==> src/design/pfsp_pkg.sv <==
// Package with the phase type, character codes and helpers of the printf specifier parser.
package pfsp_pkg;

   typedef enum logic [2:0] {
      PH_FLAGS   = 3'd0,
      PH_WDIGITS = 3'd1,
      PH_AFTER_W = 3'd2,
      PH_DOT     = 3'd3,
      PH_PDIGITS = 3'd4,
      PH_AFTER_P = 3'd5
   } phase_type;

   localparam logic [7:0] CH_MINUS   = 8'h2D;
   localparam logic [7:0] CH_ZERO    = 8'h30;
   localparam logic [7:0] CH_NINE    = 8'h39;
   localparam logic [7:0] CH_STAR    = 8'h2A;
   localparam logic [7:0] CH_DOT     = 8'h2E;
   localparam logic [7:0] CH_PERCENT = 8'h25;

   localparam logic [30:0] INT_SAT = 31'h7FFF_FFFF;

   localparam int REQ_DATA_W = 40;
   localparam int RSP_DATA_W = 80;

   typedef struct packed {
      logic        spec_error;
      logic [7:0]  end_char;
      logic [31:0] precision_value;
      logic        precision_given;
      logic [30:0] width_value;
      logic        width_given;
      logic        zero_pad;
      logic        left_justify;
   } result_type;

   function automatic logic is_digit(input logic [7:0] c);
      return (c >= CH_ZERO) && (c <= CH_NINE);
   endfunction

   function automatic logic is_conv(input logic [7:0] c);
      return (c == 8'h63) || (c == 8'h73) || (c == 8'h64) || (c == 8'h69) ||
             (c == 8'h70) || (c == 8'h75) || (c == 8'h78) || (c == 8'h58) ||
             (c == CH_PERCENT);
   endfunction

   // Decimal accumulate acc * 10 + digit, saturating at the largest int.
   function automatic logic [30:0] sat_accum(input logic [30:0] acc, input logic [7:0] c);
      logic [34:0] prod;
      logic [34:0] sum;
      prod = ({4'd0, acc} << 3) + ({4'd0, acc} << 1);
      sum  = prod + {31'd0, c[3:0]};
      if (sum > {4'd0, INT_SAT}) begin
         return INT_SAT;
      end
      return sum[30:0];
   endfunction

endpackage

==> src/design/printf_format_spec_parser.sv <==
// Top level of the printf conversion specifier parser, one character per transaction.
// A result passes from the input register, through the phase decode, into the result register.
// One character is taken per cycle, unless a full, undrained result register holds up an ending character.
// The input register and the result register each hold one transaction.
// Reset is synchronous and active high; it returns the parser to the flags phase.
// Reset empties both registers and clears the phase and accumulator fields; stored data is not reset.
module printf_format_spec_parser (
   input  logic                             clock,
   input  logic                             reset,
   input  logic                             req_tvalid,
   output logic                             req_tready,
   // format_char [7:0], star_value [39:8]
   input  logic [pfsp_pkg::REQ_DATA_W-1:0]  req_tdata,
   output logic                             rsp_tvalid,
   input  logic                             rsp_tready,
   // left_justify, zero_pad, width_given, width_value [33:3], precision_given,
   // precision_value [66:35], end_char [74:67], spec_error, zero fill [79:76]
   output logic [pfsp_pkg::RSP_DATA_W-1:0]  rsp_tdata
);

   logic                 in_valid_ff;
   logic [7:0]           in_char_ff;
   logic [31:0]          in_star_ff;

   pfsp_pkg::phase_type  phase_ff, phase_in;
   logic                 left_ff, left_in;
   logic                 zero_ff, zero_in;
   logic                 wseen_ff, wseen_in;
   logic [30:0]          waccum_ff, waccum_in;
   logic                 pseen_ff, pseen_in;
   logic [31:0]          paccum_ff, paccum_in;

   logic                 rsp_valid_ff;
   pfsp_pkg::result_type rsp_data_ff;
   pfsp_pkg::result_type result;

   logic                 emit;
   logic                 advance;
   logic                 c_digit;
   logic                 star_neg;
   logic [30:0]          star_mag;

   assign c_digit  = pfsp_pkg::is_digit(in_char_ff);
   assign star_neg = in_star_ff[31];
   assign star_mag = (in_star_ff == 32'h8000_0000) ? pfsp_pkg::INT_SAT
                                                    : 31'((~in_star_ff) + 32'd1);

   always_comb begin
      phase_in = phase_ff;
      emit     = 1'b0;
      unique case (phase_ff)
         pfsp_pkg::PH_WDIGITS: begin
            if (c_digit) begin
               phase_in = pfsp_pkg::PH_WDIGITS;
            end else if (in_char_ff == pfsp_pkg::CH_DOT) begin
               phase_in = pfsp_pkg::PH_DOT;
            end else begin
               emit = 1'b1;
            end
         end
         pfsp_pkg::PH_AFTER_W: begin
            if (in_char_ff == pfsp_pkg::CH_DOT) begin
               phase_in = pfsp_pkg::PH_DOT;
            end else begin
               emit = 1'b1;
            end
         end
         pfsp_pkg::PH_DOT: begin
            if (in_char_ff == pfsp_pkg::CH_STAR) begin
               phase_in = pfsp_pkg::PH_AFTER_P;
            end else if (c_digit) begin
               phase_in = pfsp_pkg::PH_PDIGITS;
            end else begin
               emit = 1'b1;
            end
         end
         pfsp_pkg::PH_PDIGITS: begin
            if (!c_digit) begin
               emit = 1'b1;
            end
         end
         pfsp_pkg::PH_AFTER_P: begin
            emit = 1'b1;
         end
         default: begin
            if (in_char_ff == pfsp_pkg::CH_MINUS || in_char_ff == pfsp_pkg::CH_ZERO) begin
               phase_in = pfsp_pkg::PH_FLAGS;
            end else if (in_char_ff == pfsp_pkg::CH_STAR) begin
               phase_in = pfsp_pkg::PH_AFTER_W;
            end else if (c_digit) begin
               phase_in = pfsp_pkg::PH_WDIGITS;
            end else if (in_char_ff == pfsp_pkg::CH_DOT) begin
               phase_in = pfsp_pkg::PH_DOT;
            end else begin
               emit = 1'b1;
            end
         end
      endcase
      if (emit) begin
         phase_in = pfsp_pkg::PH_FLAGS;
      end
   end

   always_comb begin
      left_in   = left_ff;
      zero_in   = zero_ff;
      wseen_in  = wseen_ff;
      waccum_in = waccum_ff;
      pseen_in  = pseen_ff;
      paccum_in = paccum_ff;
      unique case (phase_ff)
         pfsp_pkg::PH_WDIGITS: begin
            if (c_digit) begin
               waccum_in = pfsp_pkg::sat_accum(waccum_ff, in_char_ff);
            end else if (in_char_ff == pfsp_pkg::CH_DOT) begin
               pseen_in = 1'b1;
            end
         end
         pfsp_pkg::PH_AFTER_W: begin
            if (in_char_ff == pfsp_pkg::CH_DOT) begin
               pseen_in = 1'b1;
            end
         end
         pfsp_pkg::PH_DOT: begin
            if (in_char_ff == pfsp_pkg::CH_STAR) begin
               paccum_in = in_star_ff;
               if (star_neg) begin
                  pseen_in = 1'b0;
               end
            end else if (c_digit) begin
               paccum_in = {1'b0, pfsp_pkg::sat_accum(31'd0, in_char_ff)};
            end else begin
               paccum_in = 32'd0;
            end
         end
         pfsp_pkg::PH_PDIGITS: begin
            if (c_digit) begin
               paccum_in = {1'b0, pfsp_pkg::sat_accum(paccum_ff[30:0], in_char_ff)};
            end
         end
         pfsp_pkg::PH_AFTER_P: begin
            paccum_in = paccum_ff;
         end
         default: begin
            if (in_char_ff == pfsp_pkg::CH_MINUS) begin
               left_in = 1'b1;
            end else if (in_char_ff == pfsp_pkg::CH_ZERO) begin
               if (!left_ff) begin
                  zero_in = 1'b1;
               end
            end else if (in_char_ff == pfsp_pkg::CH_STAR) begin
               wseen_in = 1'b1;
               if (star_neg) begin
                  waccum_in = star_mag;
                  left_in   = 1'b1;
                  zero_in   = 1'b0;
               end else begin
                  waccum_in = in_star_ff[30:0];
               end
            end else if (c_digit) begin
               wseen_in  = 1'b1;
               waccum_in = pfsp_pkg::sat_accum(31'd0, in_char_ff);
            end else if (in_char_ff == pfsp_pkg::CH_DOT) begin
               pseen_in = 1'b1;
            end
         end
      endcase

      result.left_justify    = left_in;
      result.zero_pad        = zero_in;
      result.width_given     = wseen_in;
      result.width_value     = waccum_in;
      result.precision_given = pseen_in;
      result.precision_value = paccum_in;
      result.end_char        = in_char_ff;
      result.spec_error      = !pfsp_pkg::is_conv(in_char_ff);

      if (emit) begin
         left_in   = 1'b0;
         zero_in   = 1'b0;
         wseen_in  = 1'b0;
         waccum_in = 31'd0;
         pseen_in  = 1'b0;
         paccum_in = 32'd0;
      end
   end

   assign advance    = in_valid_ff && (!emit || !rsp_valid_ff || rsp_tready);
   assign req_tready = !in_valid_ff || advance;

   always_ff @(posedge clock) begin
      if (reset) begin
         in_valid_ff <= 1'b0;
      end else if (req_tready) begin
         in_valid_ff <= req_tvalid;
      end
      if (req_tready && req_tvalid) begin
         in_char_ff <= req_tdata[7:0];
         in_star_ff <= req_tdata[39:8];
      end
   end

   always_ff @(posedge clock) begin
      if (reset) begin
         phase_ff  <= pfsp_pkg::PH_FLAGS;
         left_ff   <= 1'b0;
         zero_ff   <= 1'b0;
         wseen_ff  <= 1'b0;
         waccum_ff <= 31'd0;
         pseen_ff  <= 1'b0;
         paccum_ff <= 32'd0;
      end else if (advance) begin
         phase_ff  <= phase_in;
         left_ff   <= left_in;
         zero_ff   <= zero_in;
         wseen_ff  <= wseen_in;
         waccum_ff <= waccum_in;
         pseen_ff  <= pseen_in;
         paccum_ff <= paccum_in;
      end
   end

   always_ff @(posedge clock) begin
      if (reset) begin
         rsp_valid_ff <= 1'b0;
      end else if (advance && emit) begin
         rsp_valid_ff <= 1'b1;
      end else if (rsp_tready) begin
         rsp_valid_ff <= 1'b0;
      end
      if (advance && emit) begin
         rsp_data_ff <= result;
      end
   end

   assign rsp_tvalid = rsp_valid_ff;
   assign rsp_tdata  = {4'd0, rsp_data_ff};

   a_emit_restarts: assert property (@(posedge clock) disable iff (reset)
      (advance && emit) |=> (phase_ff == pfsp_pkg::PH_FLAGS && !wseen_ff && !pseen_ff))
      else $error("parser did not restart after a result");

   a_width_clear: assert property (@(posedge clock) disable iff (reset)
      !wseen_ff |-> (waccum_ff == 31'd0))
      else $error("width value without a width");

   a_precision_phase: assert property (@(posedge clock) disable iff (reset)
      pseen_ff |-> (phase_ff == pfsp_pkg::PH_DOT || phase_ff == pfsp_pkg::PH_PDIGITS ||
                    phase_ff == pfsp_pkg::PH_AFTER_P))
      else $error("precision flag outside the precision phases");

   a_hold_input: assert property (@(posedge clock) disable iff (reset)
      (in_valid_ff && !advance) |=> (in_valid_ff && $stable(in_char_ff) && $stable(in_star_ff)))
      else $error("stalled character was lost");

endmodule

==> config.mk <==
export PLATFORM = sky130hd
export DESIGN_NAME = printf_format_spec_parser
export DESIGN_NICKNAME = d
export VERILOG_FILES = /design/src/design/pfsp_pkg.sv /design/src/design/printf_format_spec_parser.sv
export SDC_FILE = /design/constraint.sdc
export NUM_CORES = 1
export LEC_CHECK = 0
export BUFFER_PORTS_ARGS = -buffer_cell sky130_fd_sc_hd__buf_2
export CORE_ASPECT_RATIO = 1.2
export CORE_UTILIZATION = 51
export CTS_CLUSTER_SIZE = 30
export DETAILED_ROUTE_END_ITERATION = 16
export PLACE_DENSITY = 0.7
export SLEW_MARGIN = 20
export SYNTH_ARGS = -nofsm -noshare
export SYNTH_HDL_FRONTEND = slang
export SYNTH_SLANG_ARGS = --single-unit
==> constraint.sdc <==
create_clock -name clock -period 17.27 [get_ports clock]
set_input_delay 2.5905 -clock clock [delete_from_list [all_inputs] [get_ports clock]]
set_output_delay 2.5905 -clock clock [all_outputs]
set_load 0.03 [all_outputs]
==> summary.txt <==
Logic synthesis
  – Synth cell types: 96
  – Top FF cell, synth: edfxtp_1
  – Netlist Area Pre-Place: 14,200 sq um
  – Largest area contributor in the netlist: edfxtp_1
  – Number of synthesized flops with an enable pin: between 100 and 150
  – Post-Syn Instances: around 1.6k
  – Warnings from Yosys: 0
  – Post-synthesis sequential area ratio: 34.7%
  – Synth top area share: around 25%
  – Top post-synthesis cells by area: edfxtp_1 25%, ha_1 11%, dfxtp_1 10%, o21ai_0 4.5%, a21oi_1 4.4%
  – Flops & latches, synth: between 150 and 200
  – Synth async-reset ratio: 0%
  – Synth Area per Inst: between 8 and 9 sq um

Global routing
  – Vias in the first global route: around 12k
  – First-pass GRT wire length: 68.0 mm
  – Pin count of the biggest net entering global routing: 74
  – Initial antenna violation count: 0
  – Total track usage: a little under a third
  – GR Overflow Total: 0

STA
  – Post-layout min period: between 6000 and 7000 ps
  – Fmax: around 0.17 GHz
  – RSZ-0062 raised after global routing: false
  – Worst-Margin Slew: ~1200 ps
  – Setup Viol. Count Final: 0
  – Clock skew: about 18 ps
  – Relative max-transition margin: roughly 22%
  – Period utilisation layout: 34.8%
  – Setup TNS Final: 0 ps
  – Slew Limit Fails: 0
  – Count of final hold-check violations: 0

Critical path
  – Reg2reg path depth: 13
  – Crit path required time: about 15,000 ps
  – Crit Path Max Fanout: 5
  – Crit path kind: in2out
  – WP data arrival: between 3000 and 4000 ps
  – Crit end category: output port
  – CP Launch Type: input pin
  – FF-to-FF End: rsp_tdata[58]
  – Reg-to-Reg Start: in_char_ff[3]
  – Crit path from: rsp_tready
  – R2R setup slack: approximately 12,000 ps

Clocking
  – CTS tree: yes
  – Clock Latency Late Sink: about 460 ps
  – Root Buffer: clkbuf_16
  – Hold_buf cts: 0
  – Clk buf depth: 2
  – Clock slew at reported path FFs: ~70 ps
  – Cts bufs inserted: 17
  – Post_cts resized: 0
  – CTS sink count: ~190
  – Setup Buffers After CTS: 0
  – # H-tree levels: 4

Die
  – Core Area: 27,300 sq um
  – Core Rows: 66
  – Initial core utilization: a little over half
  – Die width: ~150 um
  – Die footprint: between 20,000 and 30,000 sq um
  – Die height: around 180 um
  – IO Pins: 126

Placement
  – Placer's final routability congestion estimate: 0.982
  – IO Port Bufs: 121
  – Post-detail-place hpwl: about 32 mm

Cells and area
  – # diodes: 0
  – Layout area overhead: 9.92%
  – Layout cells sized above 1: 12.8%
  – Nets: roughly 1.8k
  – # fillers: 2,503

Route
  – Routed Antenna Nets: 0
  – Wirelength, routed: about 44 mm
  – DRC viols: 0
  – Post-detailed-route wirelength per cell: about 22 um
  – Via Count: between 10k and 15k
  – DR pass1 iterations: 5
  – Vias per inst: ~6.6
  – DRT iter0 DRCs: roughly 1.1k

Power and ir drop
  – Tot Pwr: just under 1 mW
  – Pwr per Cell Area: slightly above 60 nW/um^2
  – LEAKAGE: about 6.6 nW
  – VDD IR max: roughly 0.048 mV

Hold path
  – Hold WC Path Type: reg2reg
  – Hold endpoint: wseen_ff
  – Hold path start: wseen_ff
  – WHS Path Cells: 2

Outcome
  – Status: finished clean

Run
  – Max_cap viols: 0
==> routing by layer <==
| layer | share of wire (%) | GRT usage (%) |
|---|---|---|
| met1 | 41 | 37.8 |
| met2 | 50 | 54.7 |
| met3 | 5.7 | 4.00 |
| met4 | 3.3 | 12.1 |
| met5 | 0 | 0 |
==> kinds of logic (layout without fill, tap and decap cells) <==
logic type / after synthesis / count (layout) / synth area share, %
other cells: 1 / 4 / 0.0264
xor+xnor: 69 / 69 / 4.26
mux: 3 / 3 / 0.220
simple gates: 443 / 443 / 15.6
buf+inv: 134 / 208 / 3.92
fa+ha+maj: 129 / 129 / 11.6
flops: 188 / 188 / 34.7
compound gates: 619 / 619 / 29.7
==> cells in the mapped netlist (17+ instances only) <==
cell type and count:
nand2_1 147, nand3_1 18, dfxtp_1 72, ha_1 125, edfxtp_1 116, xnor2_1 30
o21ai_0 129, nand2b_1 17, a21o_1 51, a22oi_1 30, nand4_1 22, nor4_1 39
o21ai_1 37, inv_1 36, a31oi_1 17, o31ai_1 41, a22o_1 26, clkbuf_1 70
a21oi_1 124, xor2_1 39, nor2_1 86, nor3_1 26
==> cells in the final DEF (no fill, tap or decap), drive strengths merged, types with 42 or more instances in the layout <==
cell	count
edfxtp	116
dfxtp	72
o21ai	166
o31ai	42
inv	44
a21o	51
buf	139
ha	125
nand2	147
a21oi	124
nor2	86
==> registers in the layout, indices dropped and copies added (netlist names) <==
signal	count
rsp_tdata	76
in_star_ff	32
paccum_ff	32
waccum_ff	31
in_char_ff	8
phase_ff	3
in_valid_ff	1
left_ff	1
pseen_ff	1
rsp_tvalid	1
wseen_ff	1
zero_ff	1
==> cell type report <==
type	count	area [sq um]	share of cell area, %
Multi-Input combinational cell	1267	8810	56.5
Sequential cell	188	4920	31.6
Timing Repair Buffer	139	741	4.75
Clock buffer	19	433	2.77
Tap cell	340	425	2.73
Inverter	37	139	0.890
Clock inverter	13	128	0.818
==> where the power goes <==
group	switching [mW]	leakage [nW]	internal, mW
Clock	0.193	0.277	0.203
Sequential	0.0136	1.71	0.489
Combinational	0.0492	4.57	0.0204
==> worst max-delay path, stage by stage <==
cell and delay (ps):
buf_2 90, nor2b_1 380, nand3_1 150, buf_2 200
==> per-stage QoR <==
step / hold slack (ps) / utilization, % / cell area, sq um / std cells / worst slack (ps)
after CTS: 507 / 57.2 / 15600 / 2003 / 11260
final: 509 / 57.3 / 15600 / 2003 / 11260
after global placement: 492 / 55.2 / 15000 / 1971 / 11270
after floorplan: 459 / - / 14200 / 1589 / 10690
after detailed placement: 493 / 55.2 / 15000 / 1971 / 11260
after global routing: 538 / 57.3 / 15600 / 2003 / 11210
==> worst max-delay path by stage <==
| stage | to | slack (ps) | cells after the start |
|---|---|---|---|
| 5_1_grt | req_tready | 11210 | 4 |
| 3_5_place_dp | req_tready | 11260 | 4 |
| 3_3_place_gp | req_tready | 11270 | 4 |
| 2_1_floorplan | rsp_tdata[0] | 10690 | 4 |
| 6_report | req_tready | 11260 | 4 |
| 4_1_cts | req_tready | 11260 | 4 |
No activity file was read; power rests on OpenSTA's default activity.
